**src/design/assert_macros.svh**
```systemverilog
// Assertion macros shared by the alarm code entry RTL.
// Expects clk and rst_n in the scope of each use.
`ifndef ASSERT_MACROS_SVH
`define ASSERT_MACROS_SVH

// Plain property, checked out of reset.
`define ACEC_ASSERT(lbl, prop, msg) \
  lbl: assert property (@(posedge clk) disable iff (!rst_n) (prop)) else $error(msg);

// Same-cycle implication, checked out of reset.
`define ACEC_ASSERT_IMP(lbl, ante, cons, msg) \
  lbl: assert property (@(posedge clk) disable iff (!rst_n) (ante) |-> (cons)) else $error(msg);

`endif

```
**src/design/acec_pkg.sv**
```systemverilog
// Package for the alarm code entry controller: request and result types,
// config register layout, register indexes and state codes. No dependencies.
package acec_pkg;

  typedef struct packed {
    logic button_edge;
    logic sensor_edge;
    logic evaluate;
  } in_t;

  typedef struct packed {
    logic [2:0] mode_now;
    logic       siren_on;
    logic [9:0] entered_code;
    logic [1:0] digit_position;
  } out_t;

  typedef struct packed {
    logic [9:0]  password;
    logic [15:0] digit_timeout;
    logic [15:0] entry_timeout;
    logic [7:0]  debounce_ticks;
  } cfg_t;

  localparam int CFG_IDX_W  = 2;
  localparam int CFG_DATA_W = 16;

  localparam logic [CFG_IDX_W-1:0] REG_PASSWORD      = 2'd0;
  localparam logic [CFG_IDX_W-1:0] REG_DIGIT_TIMEOUT = 2'd1;
  localparam logic [CFG_IDX_W-1:0] REG_ENTRY_TIMEOUT = 2'd2;
  localparam logic [CFG_IDX_W-1:0] REG_DEBOUNCE      = 2'd3;

  localparam logic [9:0]  PASSWORD_RST      = 10'd666;
  localparam logic [15:0] DIGIT_TIMEOUT_RST = 16'd200;
  localparam logic [15:0] ENTRY_TIMEOUT_RST = 16'd1000;
  localparam logic [7:0]  DEBOUNCE_RST      = 8'd20;

  localparam logic [2:0] ST_ARMED     = 3'd0;
  localparam logic [2:0] ST_DISARMED  = 3'd1;
  localparam logic [2:0] ST_ARMING    = 3'd2;
  localparam logic [2:0] ST_DISARMING = 3'd5;

  localparam logic [3:0] DIGIT_MAX = 4'd9;

endpackage

```
**src/design/acec_debounce.sv**
```systemverilog
// Edge debouncer: quiet-time counter that gates edges for one input.
// Depends on nothing but the clock and reset.
module acec_debounce (
  input  logic       clk,
  input  logic       rst_n,
  input  logic       step,
  input  logic       edge_seen,
  input  logic [7:0] threshold,
  output logic       accept
);

  logic [7:0] quiet_r;
  logic [7:0] quiet_nxt;

  assign accept = edge_seen && (quiet_r >= threshold);

  always_comb begin
    quiet_nxt = quiet_r;
    if (step) begin
      if (accept) begin
        quiet_nxt = '0;
      end else if (quiet_r != 8'hFF) begin
        quiet_nxt = quiet_r + 8'd1;
      end
    end
  end

  always_ff @(posedge clk) begin
    if (!rst_n) begin
      quiet_r <= 8'hFF;
    end else begin
      quiet_r <= quiet_nxt;
    end
  end

endmodule

```
**src/design/acec_core.sv**
```systemverilog
// Arm/disarm state machine, code digits, timers and edge flags.
// Uses acec_pkg, acec_debounce and assert_macros.svh.
`include "assert_macros.svh"

module acec_core #(
  parameter int CODE_DIGITS = 3
) (
  input  logic          clk,
  input  logic          rst_n,
  input  logic          step,
  input  acec_pkg::in_t  req,
  input  acec_pkg::cfg_t cfg,
  output acec_pkg::out_t res
);
  import acec_pkg::*;

  localparam int IDX_W = (CODE_DIGITS > 1) ? $clog2(CODE_DIGITS) : 1;
  localparam int VAL_W = (4 * CODE_DIGITS > 10) ? 4 * CODE_DIGITS : 10;
  localparam logic [IDX_W-1:0] LAST_IDX = IDX_W'(CODE_DIGITS - 1);

  logic [2:0]                  state_r, state_nxt;
  logic [CODE_DIGITS-1:0][3:0] digits_r, digits_nxt;
  logic [IDX_W-1:0]            idx_r, idx_nxt;
  logic [15:0]                 digit_el_r, digit_el_nxt;
  logic [15:0]                 entry_el_r, entry_el_nxt;
  logic                        bflag_r, bflag_nxt;
  logic                        sflag_r, sflag_nxt;
  logic                        siren_r, siren_nxt;

  logic             b_acc, s_acc;
  logic             bflag, sflag;
  logic             dto, eto, last, idle, arming;
  logic             rst_d, rst_e;
  logic [VAL_W-1:0] val_cur, val_new;
  logic [1:0]       slot;
  logic [IDX_W+1:0] idx_ext;

  function automatic logic [VAL_W-1:0] code_val(input logic [CODE_DIGITS-1:0][3:0] d);
    logic [VAL_W-1:0] v;
    v = '0;
    for (int i = CODE_DIGITS - 1; i >= 0; i--) begin
      v = (v << 3) + (v << 1) + VAL_W'(d[i]);
    end
    return v;
  endfunction

  acec_debounce u_btn (
    .clk       (clk),
    .rst_n     (rst_n),
    .step      (step),
    .edge_seen (req.button_edge),
    .threshold (cfg.debounce_ticks),
    .accept    (b_acc)
  );

  acec_debounce u_sns (
    .clk       (clk),
    .rst_n     (rst_n),
    .step      (step),
    .edge_seen (req.sensor_edge),
    .threshold (cfg.debounce_ticks),
    .accept    (s_acc)
  );

  assign bflag   = bflag_r | b_acc;
  assign sflag   = sflag_r | s_acc;
  assign dto     = digit_el_r >= cfg.digit_timeout;
  assign eto     = entry_el_r >= cfg.entry_timeout;
  assign last    = idx_r >= LAST_IDX;
  assign idle    = (state_r == ST_ARMED) || (state_r == ST_DISARMED);
  assign arming  = state_r == ST_ARMING;
  assign val_cur = code_val(digits_r);

  always_comb begin
    state_nxt  = state_r;
    digits_nxt = digits_r;
    idx_nxt    = idx_r;
    bflag_nxt  = bflag;
    sflag_nxt  = sflag;
    siren_nxt  = siren_r;
    rst_d      = 1'b0;
    rst_e      = 1'b0;
    if (req.evaluate) begin
      if (idle) begin
        if (bflag) begin
          state_nxt = (state_r == ST_ARMED) ? ST_DISARMING : ST_ARMING;
          rst_d     = 1'b1;
          rst_e     = 1'b1;
          bflag_nxt = 1'b0;
        end else if (state_r == ST_ARMED && sflag) begin
          siren_nxt  = 1'b1;
          sflag_nxt  = 1'b0;
          digits_nxt = '0;
          idx_nxt    = '0;
        end
      end else if (!last && dto) begin
        idx_nxt = idx_r + IDX_W'(1);
        rst_d   = 1'b1;
      end else if (bflag) begin
        digits_nxt[idx_r] = (digits_r[idx_r] >= DIGIT_MAX) ? 4'd0 : digits_r[idx_r] + 4'd1;
        rst_d     = 1'b1;
        rst_e     = 1'b1;
        bflag_nxt = 1'b0;
      end else if (last && dto && val_cur == VAL_W'(cfg.password)) begin
        digits_nxt = '0;
        idx_nxt    = '0;
        rst_d      = 1'b1;
        rst_e      = 1'b1;
        if (arming) begin
          state_nxt = ST_ARMED;
        end else begin
          state_nxt = ST_DISARMED;
          siren_nxt = 1'b0;
        end
      end else if (eto) begin
        digits_nxt = '0;
        idx_nxt    = '0;
        if (arming) begin
          state_nxt = ST_DISARMED;
          siren_nxt = 1'b0;
          rst_d     = 1'b1;
          rst_e     = 1'b1;
        end else begin
          state_nxt = ST_ARMED;
          siren_nxt = 1'b1;
          sflag_nxt = 1'b0;
        end
      end
    end
  end

  always_comb begin
    if (rst_d) begin
      digit_el_nxt = '0;
    end else if (digit_el_r != 16'hFFFF) begin
      digit_el_nxt = digit_el_r + 16'd1;
    end else begin
      digit_el_nxt = digit_el_r;
    end
    if (rst_e) begin
      entry_el_nxt = '0;
    end else if (entry_el_r != 16'hFFFF) begin
      entry_el_nxt = entry_el_r + 16'd1;
    end else begin
      entry_el_nxt = entry_el_r;
    end
  end

  always_comb begin
    if (idx_nxt == '0) begin
      slot = 2'd0;
    end else if (idx_nxt >= LAST_IDX) begin
      slot = 2'd2;
    end else begin
      slot = 2'd1;
    end
  end

  assign val_new = code_val(digits_nxt);
  assign idx_ext = {2'b00, idx_nxt};

  always_comb begin
    res.mode_now = ((state_nxt == ST_ARMED) || (state_nxt == ST_DISARMED)) ?
                   state_nxt : state_nxt + {1'b0, slot};
    res.siren_on       = siren_nxt;
    res.entered_code   = val_new[9:0];
    res.digit_position = idx_ext[1:0];
  end

  always_ff @(posedge clk) begin
    if (!rst_n) begin
      state_r    <= ST_DISARMED;
      digits_r   <= '0;
      idx_r      <= '0;
      digit_el_r <= '0;
      entry_el_r <= '0;
      bflag_r    <= 1'b0;
      sflag_r    <= 1'b0;
      siren_r    <= 1'b0;
    end else if (step) begin
      state_r    <= state_nxt;
      digits_r   <= digits_nxt;
      idx_r      <= idx_nxt;
      digit_el_r <= digit_el_nxt;
      entry_el_r <= entry_el_nxt;
      bflag_r    <= bflag_nxt;
      sflag_r    <= sflag_nxt;
      siren_r    <= siren_nxt;
    end
  end

  `ACEC_ASSERT(a_idx_bound, idx_r <= LAST_IDX, "digit index past last digit")
  `ACEC_ASSERT_IMP(a_idle_clear, idle, (idx_r == '0) && (digits_r == '0), "code kept while idle")
  `ACEC_ASSERT_IMP(a_siren_mode, siren_r,
                   (state_r == ST_ARMED) || (state_r == ST_DISARMING),
                   "siren on outside armed or disarming mode")

endmodule

```
**src/design/alarm_code_entry_controller.sv**
```systemverilog
// Top level of the alarm code entry controller: request and result
// registers, config registers. Uses acec_pkg and acec_core.
//
//   channel   direction   handshake          payload
//   in_       request     in_valid/in_stall  in_data   (acec_pkg::in_t)
//   out_      result      out_valid/out_stall out_data (acec_pkg::out_t)
//   cfg_      config      cfg_valid/cfg_ready cfg_index, cfg_data
//
// One request per clock unless out_stall holds the result register: a request
// waits in the input register, and state update and result capture happen as
// it advances, raising out_valid. in_stall rises only when the input register
// is full and the result register is held by out_stall.
// Synchronous active-low reset; config registers reset to their defaults.
module alarm_code_entry_controller #(
  parameter int CODE_DIGITS = 3
) (
  input  logic                                 clk,
  input  logic                                 rst_n,
  input  logic                                 in_valid,
  output logic                                 in_stall,
  input  acec_pkg::in_t                        in_data,
  output logic                                 out_valid,
  input  logic                                 out_stall,
  output acec_pkg::out_t                       out_data,
  input  logic                                 cfg_valid,
  output logic                                 cfg_ready,
  input  logic [acec_pkg::CFG_IDX_W-1:0]       cfg_index,
  input  logic [acec_pkg::CFG_DATA_W-1:0]      cfg_data
);
  import acec_pkg::*;

  logic   s1_valid_r, s1_valid_nxt;
  in_t    s1_data_r;
  logic   out_valid_r, out_valid_nxt;
  out_t   out_data_r;
  cfg_t   cfg_r;
  out_t   res;
  logic   advance, accept_in;

  assign advance   = s1_valid_r && (!out_valid_r || !out_stall);
  assign in_stall  = s1_valid_r && !advance;
  assign accept_in = in_valid && !in_stall;
  assign cfg_ready = 1'b1;
  assign out_valid = out_valid_r;
  assign out_data  = out_data_r;

  always_comb begin
    if (accept_in) begin
      s1_valid_nxt = 1'b1;
    end else if (advance) begin
      s1_valid_nxt = 1'b0;
    end else begin
      s1_valid_nxt = s1_valid_r;
    end
    if (advance) begin
      out_valid_nxt = 1'b1;
    end else if (out_valid_r && !out_stall) begin
      out_valid_nxt = 1'b0;
    end else begin
      out_valid_nxt = out_valid_r;
    end
  end

  acec_core #(
    .CODE_DIGITS (CODE_DIGITS)
  ) u_core (
    .clk   (clk),
    .rst_n (rst_n),
    .step  (advance),
    .req   (s1_data_r),
    .cfg   (cfg_r),
    .res   (res)
  );

  always_ff @(posedge clk) begin
    if (!rst_n) begin
      s1_valid_r  <= 1'b0;
      out_valid_r <= 1'b0;
    end else begin
      s1_valid_r  <= s1_valid_nxt;
      out_valid_r <= out_valid_nxt;
    end
  end

  always_ff @(posedge clk) begin
    if (accept_in) begin
      s1_data_r <= in_data;
    end
    if (advance) begin
      out_data_r <= res;
    end
  end

  always_ff @(posedge clk) begin
    if (!rst_n) begin
      cfg_r.password       <= PASSWORD_RST;
      cfg_r.digit_timeout  <= DIGIT_TIMEOUT_RST;
      cfg_r.entry_timeout  <= ENTRY_TIMEOUT_RST;
      cfg_r.debounce_ticks <= DEBOUNCE_RST;
    end else if (cfg_valid && cfg_ready) begin
      case (cfg_index)
        REG_PASSWORD:      cfg_r.password       <= cfg_data[9:0];
        REG_DIGIT_TIMEOUT: cfg_r.digit_timeout  <= cfg_data[15:0];
        REG_ENTRY_TIMEOUT: cfg_r.entry_timeout  <= cfg_data[15:0];
        REG_DEBOUNCE:      cfg_r.debounce_ticks <= cfg_data[7:0];
        default: ;
      endcase
    end
  end

endmodule

```
**config.mk**
```make
export PLATFORM = sky130hd
export DESIGN_NAME = alarm_code_entry_controller
export DESIGN_NICKNAME = d
export VERILOG_FILES = /design/src/design/acec_pkg.sv /design/src/design/acec_debounce.sv /design/src/design/acec_core.sv /design/src/design/alarm_code_entry_controller.sv
export VERILOG_INCLUDE_DIRS = /design/src /design/src/design
export SDC_FILE = /design/constraint.sdc
export NUM_CORES = 1
export LEC_CHECK = 0
export BUFFER_PORTS_ARGS = -buffer_cell sky130_fd_sc_hd__buf_2
export CORE_ASPECT_RATIO = 1.5
export CORE_MARGIN = 3
export CORE_UTILIZATION = 45
export DETAILED_ROUTE_END_ITERATION = 6
export GPL_ROUTABILITY_DRIVEN = 1
export PLACE_DENSITY = 0.66
export SYNTH_ARGS = -nofsm -noshare
export SYNTH_HDL_FRONTEND = slang
export SYNTH_SLANG_ARGS = --single-unit
```
**constraint.sdc**
```tcl
create_clock -name clk -period 13.75 [get_ports clk]
set_input_delay 0.6875 -clock clk [delete_from_list [all_inputs] [get_ports clk]]
set_output_delay 0.6875 -clock clk [all_outputs]
set_load 0.02 [all_outputs]
```
==> Word-level counts from Yosys, hierarchy flattened <==
Cells that the tools add are included.
{ "op_classes": {"magnitude_cmp": 9, "reduce_logical": 37, "n_addsub": 15, "mux": 80, "eq_ne": 11, "n_bitwise": 2} }
{ "op_table": {"columns": ["cell", "count"], "rows": [
  ["$mux 12", 8],
  ["$mux 16", 4],
  ["$mux 1", 39],
  ["$add 16x1->16 const B", 2],
  ["$ge 16x16->1", 2],
  ["$mux 8", 4],
  ["$ne 16x16->1 const B", 2],
  ["$mux 3", 9],
  ["$mux 2", 10],
  ["$add 7x5->8", 2],
  ["$add 8x1->8 const B", 2],
  ["$ge 8x8->1", 2],
  ["$ne 8x8->1 const B", 2],
  ["$reduce_and 2->1", 8],
  ["$add 12x12->12", 1],
  ["$add 12x4->12", 1],
  ["$bwmux 12", 1],
  ["$eq 12x10->1", 1],
  ["$mux 4", 3],
  ["$reduce_bool 2->1", 6],
  ["$add 11x4->11", 1],
  ["$logic_and 1x1->1", 11],
  ["$add 10x10->10", 1],
  ["$add 10x4->10", 1],
  ["other kinds (19)", 31]
]} }
{ "word_totals": {"out_inout_bits": 19, "reg_bits": 139} }

==> Logic depth before layout (Yosys ltp) <==
Gate-level depths: netlist (run 1).
{ "logic_depth": {"word_depth": 16, "mapped_depth": 33} }

==> Hierarchy <==
A second synthesis (run 1) with hierarchy kept.
{ "unflattened": {"cells_unflattened": 1069, "hier_area_um2": 9425.3} }
{ "by_module_without_submodules": {"columns": ["module", "cells_per_inst", "instances", "area_each_um2"], "rows": [
  ["acec_core", 676, 1, 5506.5],
  ["alarm_code_entry_controller", 227, 1, 2640.0],
  ["acec_debounce", 83, 2, 639.4]
]} }

==> Worst setup path after synthesis (run 1) <==
No wires, ideal clock.
{ "synth_path": {"path_type": "register to register", "startpoint": "register u_core.digits_r[10] in the netlist's numbering", "endpoint": "register out_data_r (netlist bit out_data[11]), data pin", "synth_period_minus_slack_ns": 6.751, "setup_time_ns": 0.260, "path_stages_with_launch": 27, "required_time_ns": 13.490, "path_slack_ns": 6.999, "t_arrival_ns": 6.492, "path_cell_list": "dfxtp_1 > ha_1 > ha_1 > a21oi_1 > xnor2_1 > ha_1 > ha_1 > a21o_1 > a21o_1 > or4_4 > a31oi_4 > nand4b_4 > a21boi_4 > o31ai_2 > a22oi_1 > fa_1 > fa_1 > inv_1 > ha_1 > ha_1 > a21oi_1 > o21bai_1 > a21oi_1 > o21ai_0 > xor2_1 > xnor2_1 > xnor2_1"} }
{ "synth_rtl": {"columns": ["item", "line_no", "source"], "rows": [
  ["start: declaration", "acec_core.sv:22", "logic [CODE_DIGITS-1:0][3:0] digits_r, digits_nxt;"],
  ["start signal: assignment", "acec_core.sv:182", "digits_r <= digits_nxt;"],
  ["end signal: assignment", "alarm_code_entry_controller.sv:90", "out_data_r <= res;"],
  ["end: declaration", "alarm_code_entry_controller.sv:35", "out_t out_data_r;"]
]} }

==> results.md, run 1 <==
* Status: finished clean
* WL final at 23,700 microns
* Root Driver: clkbuf_16
* EDFF count, synth at 19
* # diodes at 0
* Fin. max-slew vios at 0
* Die H at 181 microns
* Layout Skew at 7.34 ps
* Final instance area at 10,200 sq um
* Fmax at 134 MHz
* Number of buffers inserted by port buffering at 43
* Synth-to-Final Area Change at 11.1%
* Top FF cell, synth: dfxtp_1
* Cell variety after synth at 77
* Number of synthesized register bits at 139
* Slew @ Worst Pin at 986 ps
* Largest net degree at the start of global routing at 65
* Critical Path Source Type: register
* Final Util at 51.3%
* Rel. slew slack at 34.1%
* Initial DRC count at 426
* Critical Path AT at 7630 ps
* Total CTS buffers at 17
* Final period utilization at 54.2%
* I/O pins at 45
* Worst setup path start: u_core.digits_r[10]
* Maximum VDD drop at 90.3 uV
* Antenna violations before repair at 0
* Final min period at 7450 ps
* Mapped Area at 9170 sq um
* Layout cells sized above 1 at 9.33%
* CP Capture Type: register
* Register area share after synthesis at 32.4%
* TritonCTS clock tree: yes
* GRT Residual Overflow at 0
* Hold_sp: in_data[0]
* Leading cell type in the layout, fill and taps excluded: nand2_1
* RSZ-0062 raised after global routing: false
* Clk buf depth at 2
* DRC viols at 0
* Routability cong. at 0.952
* Reg2reg start: u_core.digits_r[10]
* Core footprint at 19,900 sq um
* Clk sink count at 139
* Cts hold-fix bufs at 0
* Net Count, Synth at 1,240
* Area of placed instances at 9610 sq um
* H-tree depth at 4
* Drt first pass iters at 5
* Commonest non-fill, non-tap cells in the layout: nand2_1, dfxtp_1, ha_1, a21oi_1, inv_1
* Reg clk slew, reported paths at 60 ps
* Global-route wire length before repair at 39,300 microns
* DR vias/cell at 5.70
* Post-DP HPWL at 17,800 microns
* Synthesized area per cell at 8.32 sq um
* DR vias at 8,025
* Fillcell total at 1,967
* Asr flop ratio synth at 0%
* Cells after Synth at 1,103
* Worst skew pair latency at 430 ps
* WL/cell at 16.8 microns
* P_leak at 4.36 nW
* Class of the worst hold path: primary input to register
* Pwr/cell area at 102 nW/um^2
* GRT Overall Usage at 22.3%
* # nets final at 1,271
* TNS Setup at 0 ps
* Die ar. at 22,200 sq um
* Final hold vios at 0
* Vias in the first global route at 7,967
* Final setup violation count at 0
* Worst path required time at 13,930 ps
* Max-cap violations at 0
* Routed Antenna Nets at 0
* Worst Path Max Fanout at 10
* PostCTS Resize Cnt at 0
* Die X-Extent at 123 microns
* Yosys warns at 0
* Setup Buffers After CTS at 0
* Row Count at 63
* Crit path kind: register to register
* Initial Utilization at 46.2%
per-layer routing:
| layer | GRT usage [%] | routed length [microns] |
|---|---|---|
| met1 | 24.5 | 9510 |
| met2 | 41.5 | 12600 |
| met3 | 3.76 | 827 |
| met4 | 9.01 | 739 |
| met5 | 0 | 0 |
stage by stage:
step                      total power (W)  hold WS, ps  instances  setup WS [ps]
after floorplan                  0.000554          436       1103           7000
after detailed placement         0.000596          446       1375           6360
after global placement           0.000593          442       1375           6530
final                             0.00104          435       1407           6300
after CTS                         0.00105          427       1407           6290
after global routing              0.00109          429       1407           5830
power by group:
group | internal [W] | total (W) | switching, W
sequential | 0.000431 | 0.000449 | 0.0000183
combinational | 0.0000518 | 0.000138 | 0.0000866
clock | 0.000262 | 0.000453 | 0.000191
synthesized netlist by cell type, types with 8 or more instances:
master / instances / share of area (%)
o22ai_1: 10 / 0.68
nand2b_1: 10 / 0.68
or3_1: 16 / 1.1
nor3_1: 11 / 0.60
clkbuf_1: 33 / 1.4
o211ai_1: 13 / 1.1
nand2_1: 153 / 6.3
edfxtp_1: 19 / 6.2
nand4_1: 26 / 1.8
o21ai_0: 55 / 3.0
a211oi_1: 9 / 0.74
nor2_1: 59 / 2.4
nor2b_1: 8 / 0.55
and2_1: 9 / 0.61
mux2i_1: 9 / 0.98
a21o_1: 19 / 1.6
and3_1: 24 / 1.6
xor2_1: 25 / 2.4
dfxtp_1: 120 / 26
xnor2_1: 27 / 2.6
ha_1: 102 / 14
inv_1: 83 / 3.4
a21oi_1: 100 / 5.5
o31ai_1: 9 / 0.74
fa_1: 9 / 2.0
nand3_1: 37 / 2.0
final timing paths:
check                               endpoint  cells after the start  slack [ps]
worst max-delay path            out_data[11]                     26        6300
worst min-delay path            s1_data_r[0]                      1         440
worst min register to register     cfg_r[25]                      2         460
worst max register to register  out_data[11]                     26        6300
cells by family after synthesis:
logic type / after synthesis / synth area share (%)
DFF: 139 / 32.4
adders and majority gates: 111 / 15.9
buffers and inverters: 123 / 5.21
AOI/OAI and AO/OA: 287 / 20.4
and+or+nand+nor: 380 / 20.1
xor gates and xnor gates: 52 / 4.97
other: 2 / 0.0819
muxes: 9 / 0.982
registers in the layout, summed over array words and instances, names as in the netlist, 2 cells and up:
signal / cells
cfg_r: 50
out_data: 16
u_core.digit_el_r: 16
u_core.entry_el_r: 16
u_core.digits_r: 12
u_core.u_btn.quiet_r: 8
u_core.u_sns.quiet_r: 8
s1_data_r: 3
u_core.state_r: 3
u_core.idx_r: 2
final cells by class:
type,count,area [sq um],share of cell area (%)
multi-input combinational,841,5720,56.1
sequential,139,2970,29.2
clock buffer,19,453,4.44
tap,260,325,3.19
inverter,85,319,3.13
timing repair buffer,50,268,2.63
clock inverter,13,134,1.31
worst max-delay path, cell delays in order (launching register included):
cell and delay (ps):
dfxtp_1 460, ha_1 290, ha_1 320, a21oi_1 240, xnor2_1 190, ha_1 270, ha_1 380, a21o_1 210
a21o_1 200, or4_4 490, a31oi_4 200, nand4b_4 240, a21boi_4 330, o31ai_2 150, a22oi_1 300, fa_1 530
fa_1 550, inv_1 60, ha_1 290, ha_1 340, a21oi_1 240, o21bai_1 100, a21oi_1 220, o21ai_0 140
xor2_1 160, xnor2_1 150, xnor2_1 120
Note: power is estimated with default switching activity, not from simulation.
==> run 2: changes to the inputs <==
Settings changed: ABC_AREA from default to 1, PLACE_DENSITY 0.66 to 0.65.
Clock period 13.75 ns to 7.58 ns, I/O delays scaled along.
==> run 2 against run 1 <==
Non-clock buffer count unchanged. Area after synthesis increased by 7.3%. Largest cell class unchanged. Sequential cell count unchanged. Combinational power grew to 5.8 times the previous value. Critical endpoint unchanged. Core utilization increased by 0.083 points.
==> results.md, run 2 <==
* Status: finished clean (unchanged)
* Top cells by area, synth: dfxtp_1, ha_1, nand2_1, inv_1, a21oi_1 (was dfxtp_1, ha_1, nand2_1, edfxtp_1, a21oi_1)
* Vias in the first global route at 9,205 (was 7,967)
* Die H at 187 microns (was 181 microns)
* TritonCTS clock tree: yes (unchanged)
* # diodes at 0 (unchanged)
* Critical Path Source Type: register (unchanged)
* Commonest cells in the netlist: nand2_1, inv_1, a21oi_1, dfxtp_1, o21ai_0 (was nand2_1, dfxtp_1, ha_1, a21oi_1, inv_1)
* Met3 GRT Util at 3.40% (was 3.76%)
* Top-area cell type share of the netlist area at 24.4% (was 26.2%)
* Fmax at 144 MHz (was 134 MHz)
* Pwr/cell area at 236 nW/um^2 (was 102 nW/um^2)
* Worst setup path start: u_core.digits_r[8] (was u_core.digits_r[10])
* Number of synthesized register bits at 139 (unchanged)
* DR vias at 9,096 (was 8,025)
* Worst Path Max Fanout at 9 (was 10)
* Setup Buffers After CTS at 0 (unchanged)
* Logic pwr share at 31.3% (was 13.3%)
* Layout Skew at 11.9 ps (was 7.34 ps)
* CP max-delay cell: fa_1 (unchanged)
* H-tree depth at 4 (unchanged)
* Die X-Extent at 127 microns (was 123 microns)
* P_leak at 5.15 nW (was 4.36 nW)
* Die ar. at 23,700 sq um (was 22,200 sq um)
* CP Capture Type: register (unchanged)
* Biggest register: cfg_r (unchanged)
* Row Count at 65 (was 63)
* Drt first pass iters at 5 (unchanged)
* Antenna violations before repair at 0 (unchanged)
* Post-Place Setup Slack at 458 ps (was 6360 ps)
* Final period utilization at 91.6% (was 54.2%)
* Max reg flops at 50 (unchanged)
* Asr flop ratio synth at 0% (unchanged)
* Worst setup path end: out_data[11] (unchanged)
* Final Util at 51.4% (was 51.3%)
* PostCTS Resize Cnt at 0 (unchanged)
* Core footprint at 21,200 sq um (was 19,900 sq um)
* Worst path required time at 7760 ps (was 13,930 ps)
* Initial DRC count at 641 (was 426)
* Cell variety after synth at 49 (was 77)
* Net Count, Synth at 1,510 (was 1,240)
* Yosys warns at 0 (unchanged)
* Root Driver: clkbuf_16 (unchanged)
* # nets final at 1,541 (was 1,271)
* Critical Path AT at 7130 ps (was 7630 ps)
* Worst skew pair latency at 430 ps (about the same)
* GRT Overall Usage at 22.3% (about the same)
* Leading cell type in the layout, fill and taps excluded: nand2_1 (unchanged)
* Crit path kind: register to register (unchanged)
* DRC viols at 0 (unchanged)
* EDFF count, synth at 19 (unchanged)
* Synth-to-Final Area Change at 10.9% (was 11.1%)
* Cell taking the most area after synthesis: dfxtp_1 (unchanged)
* Internal power at 0.00168 W (was 0.000745 W)
* Routability cong. at 0.931 (was 0.952)
* Fillcell total at 2,121 (was 1,967)
* Register area share after synthesis at 30.2% (was 32.4%)
* GRT busiest layer: met2 (unchanged)
* Reg2Reg Setup Slack at 640 ps (was 6300 ps)
* Grt met1 use at 23.8% (was 24.5%)
* Mapped Area at 9840 sq um (was 9170 sq um)
* Fin. max-slew vios at 0 (unchanged)
* Number of buffers inserted by port buffering at 43 (unchanged)
* Top-count cell post-synth: nand2_1 (unchanged)
* WL/cell at 15.2 microns (was 16.8 microns)
* Clk network pwr share at 34.3% (was 43.5%)
* Final min period at 6940 ps (was 7450 ps)
* Reg2reg start: u_core.digits_r[8] (was u_core.digits_r[10])
* Commonest non-fill, non-tap cells in the layout: nand2_1, inv_1, a21oi_1, dfxtp_1, o21ai_0 (was nand2_1, dfxtp_1, ha_1, a21oi_1, inv_1)
* Reg clk slew, reported paths at 60 ps (about the same)
* Crit-path max cell delay at 550 ps (about the same)
* Clk sink count at 139 (unchanged)
* Switch Pwr at 0.000896 W (was 0.000296 W)
* WL final at 25,600 microns (was 23,700 microns)
* Max-cap violations at 0 (unchanged)
* Top FF cell, synth: dfxtp_1 (unchanged)
* Total CTS buffers at 17 (unchanged)
* Final hold vios at 0 (unchanged)
* I/O pins at 45 (unchanged)
* Cells after Synth at 1,373 (was 1,103)
* Slew @ Worst Pin at 1000 ps (was 986 ps)
* Clk buf depth at 2 (unchanged)
* Post-DP HPWL at 19,400 microns (was 17,800 microns)
* Maximum VDD drop at 230 uV (was 90.3 uV)
* Global-route wire length before repair at 43,500 microns (was 39,300 microns)
* Layout cells sized above 1 at 10.3% (was 9.33%)
* Global routing usage on met2 at 42.7% (was 41.5%)
* Synthesized area per cell at 7.17 sq um (was 8.32 sq um)
* Switch share at 34.8% (was 28.4%)
* Class of the worst hold path: primary input to register (unchanged)
* DR vias/cell at 5.40 (was 5.70)
* Final Worst Setup Slack at 636 ps (was 6300 ps)
* Sequential power share at 34.4% (was 43.2%)
* Cts hold-fix bufs at 0 (unchanged)
* Final setup violation count at 0 (unchanged)
* R2R cell count at 39 (was 26)
* Routed Antenna Nets at 0 (unchanged)
* GRT Residual Overflow at 0 (unchanged)
* Rel. slew slack at 33.1% (was 34.1%)
* Most frequent CP cell: nand2_1 (was ha_1)
* Initial Utilization at 46.3% (was 46.2%)
* Largest net degree at the start of global routing at 59 (was 65)
* Reg2reg end: out_data[11] (unchanged)
## run 2: changes by cell type in the layout (fill, tap and decap cells not counted), sizes merged, moves of 19 or more
cell	before	now
o21ai	62	119
a21o	19	0
a21oi	101	139
and3	24	1
inv	89	202
nand2	153	286
nor2	62	100
nand3	37	85
## run 2: how the worst min path moves through the flow
stage,slack (ps),end,startpoint,depth (start not counted)
2_1_floorplan,440,cfg_r[10],cfg_r[10],2
3_3_place_gp,450,cfg_r[29],cfg_r[29],2
3_5_place_dp,460,cfg_r[35],cfg_r[35],2
4_1_cts,100,s1_data_r[0],in_data[0],1
5_1_grt,110,s1_data_r[1],in_data[1],1
6_report,120,s1_data_r[0],in_data[0],1
## run 2: power by group through the flow
stage                     Combinational (W)  Clock (W)  Sequential, W
after global routing               0.000933   0.000932       0.000893
after global placement             0.000790          0       0.000898
final                              0.000807   0.000882       0.000884
after floorplan                    0.000594          0       0.000909
after detailed placement           0.000804          0       0.000899
after CTS                          0.000809   0.000897       0.000883
## run 2: through the flow
stage	TNS [ps]	total power, W	std cells	hold WS [ps]	instance area, sq um
final	0	0.00257	1685	123	10900
after global routing	-0.822	0.00276	1685	112	10900
after CTS	0	0.00259	1685	104	10900
after detailed placement	0	0.00170	1653	456	10300
after global placement	0	0.00169	1653	450	10300
after floorplan	0	0.00150	1373	435	9840
## run 2: logic make-up after synthesis
logic type / after synthesis / synth area share (%)
buffers and inverters: 239 / 9.55
xor gates and xnor gates: 40 / 3.56
adders and majority gates: 111 / 14.8
DFF: 139 / 30.2
and+or+nand+nor: 530 / 24.2
other: 2 / 0.0763
AOI/OAI and AO/OA: 312 / 17.6
## run 2: worst max-delay path, delay by kind of cell, from the launching register on
kind / cells / cell delay [ps]
flip-flops: 1 / 350
buffers and inverters: 2 / 190
AO/OA/AOI/OAI: 5 / 690
AND/OR/NAND/NOR: 22 / 2170
XOR/XNOR: 2 / 350
adder cells (fa/ha/maj): 8 / 2970
## run 2: layout make-up
type | instances | area (sq um) | share of cell area (%)
tap | 268 | 335 | 3.07
timing repair buffer | 50 | 268 | 2.45
clock inverter | 10 | 138 | 1.26
clock buffer | 22 | 484 | 4.44
multi-input combinational | 995 | 5950 | 54.5
sequential | 139 | 2980 | 27.3
inverter | 201 | 759 | 6.96
## run 2: routing by layer
metal | share of wire [%] | up-vias
met3 | 2.7 | 55
met2 | 54 | 145
li1 | - | 4641
met5 | 0 | -
met4 | 3.1 | 0
met1 | 40 | 4255
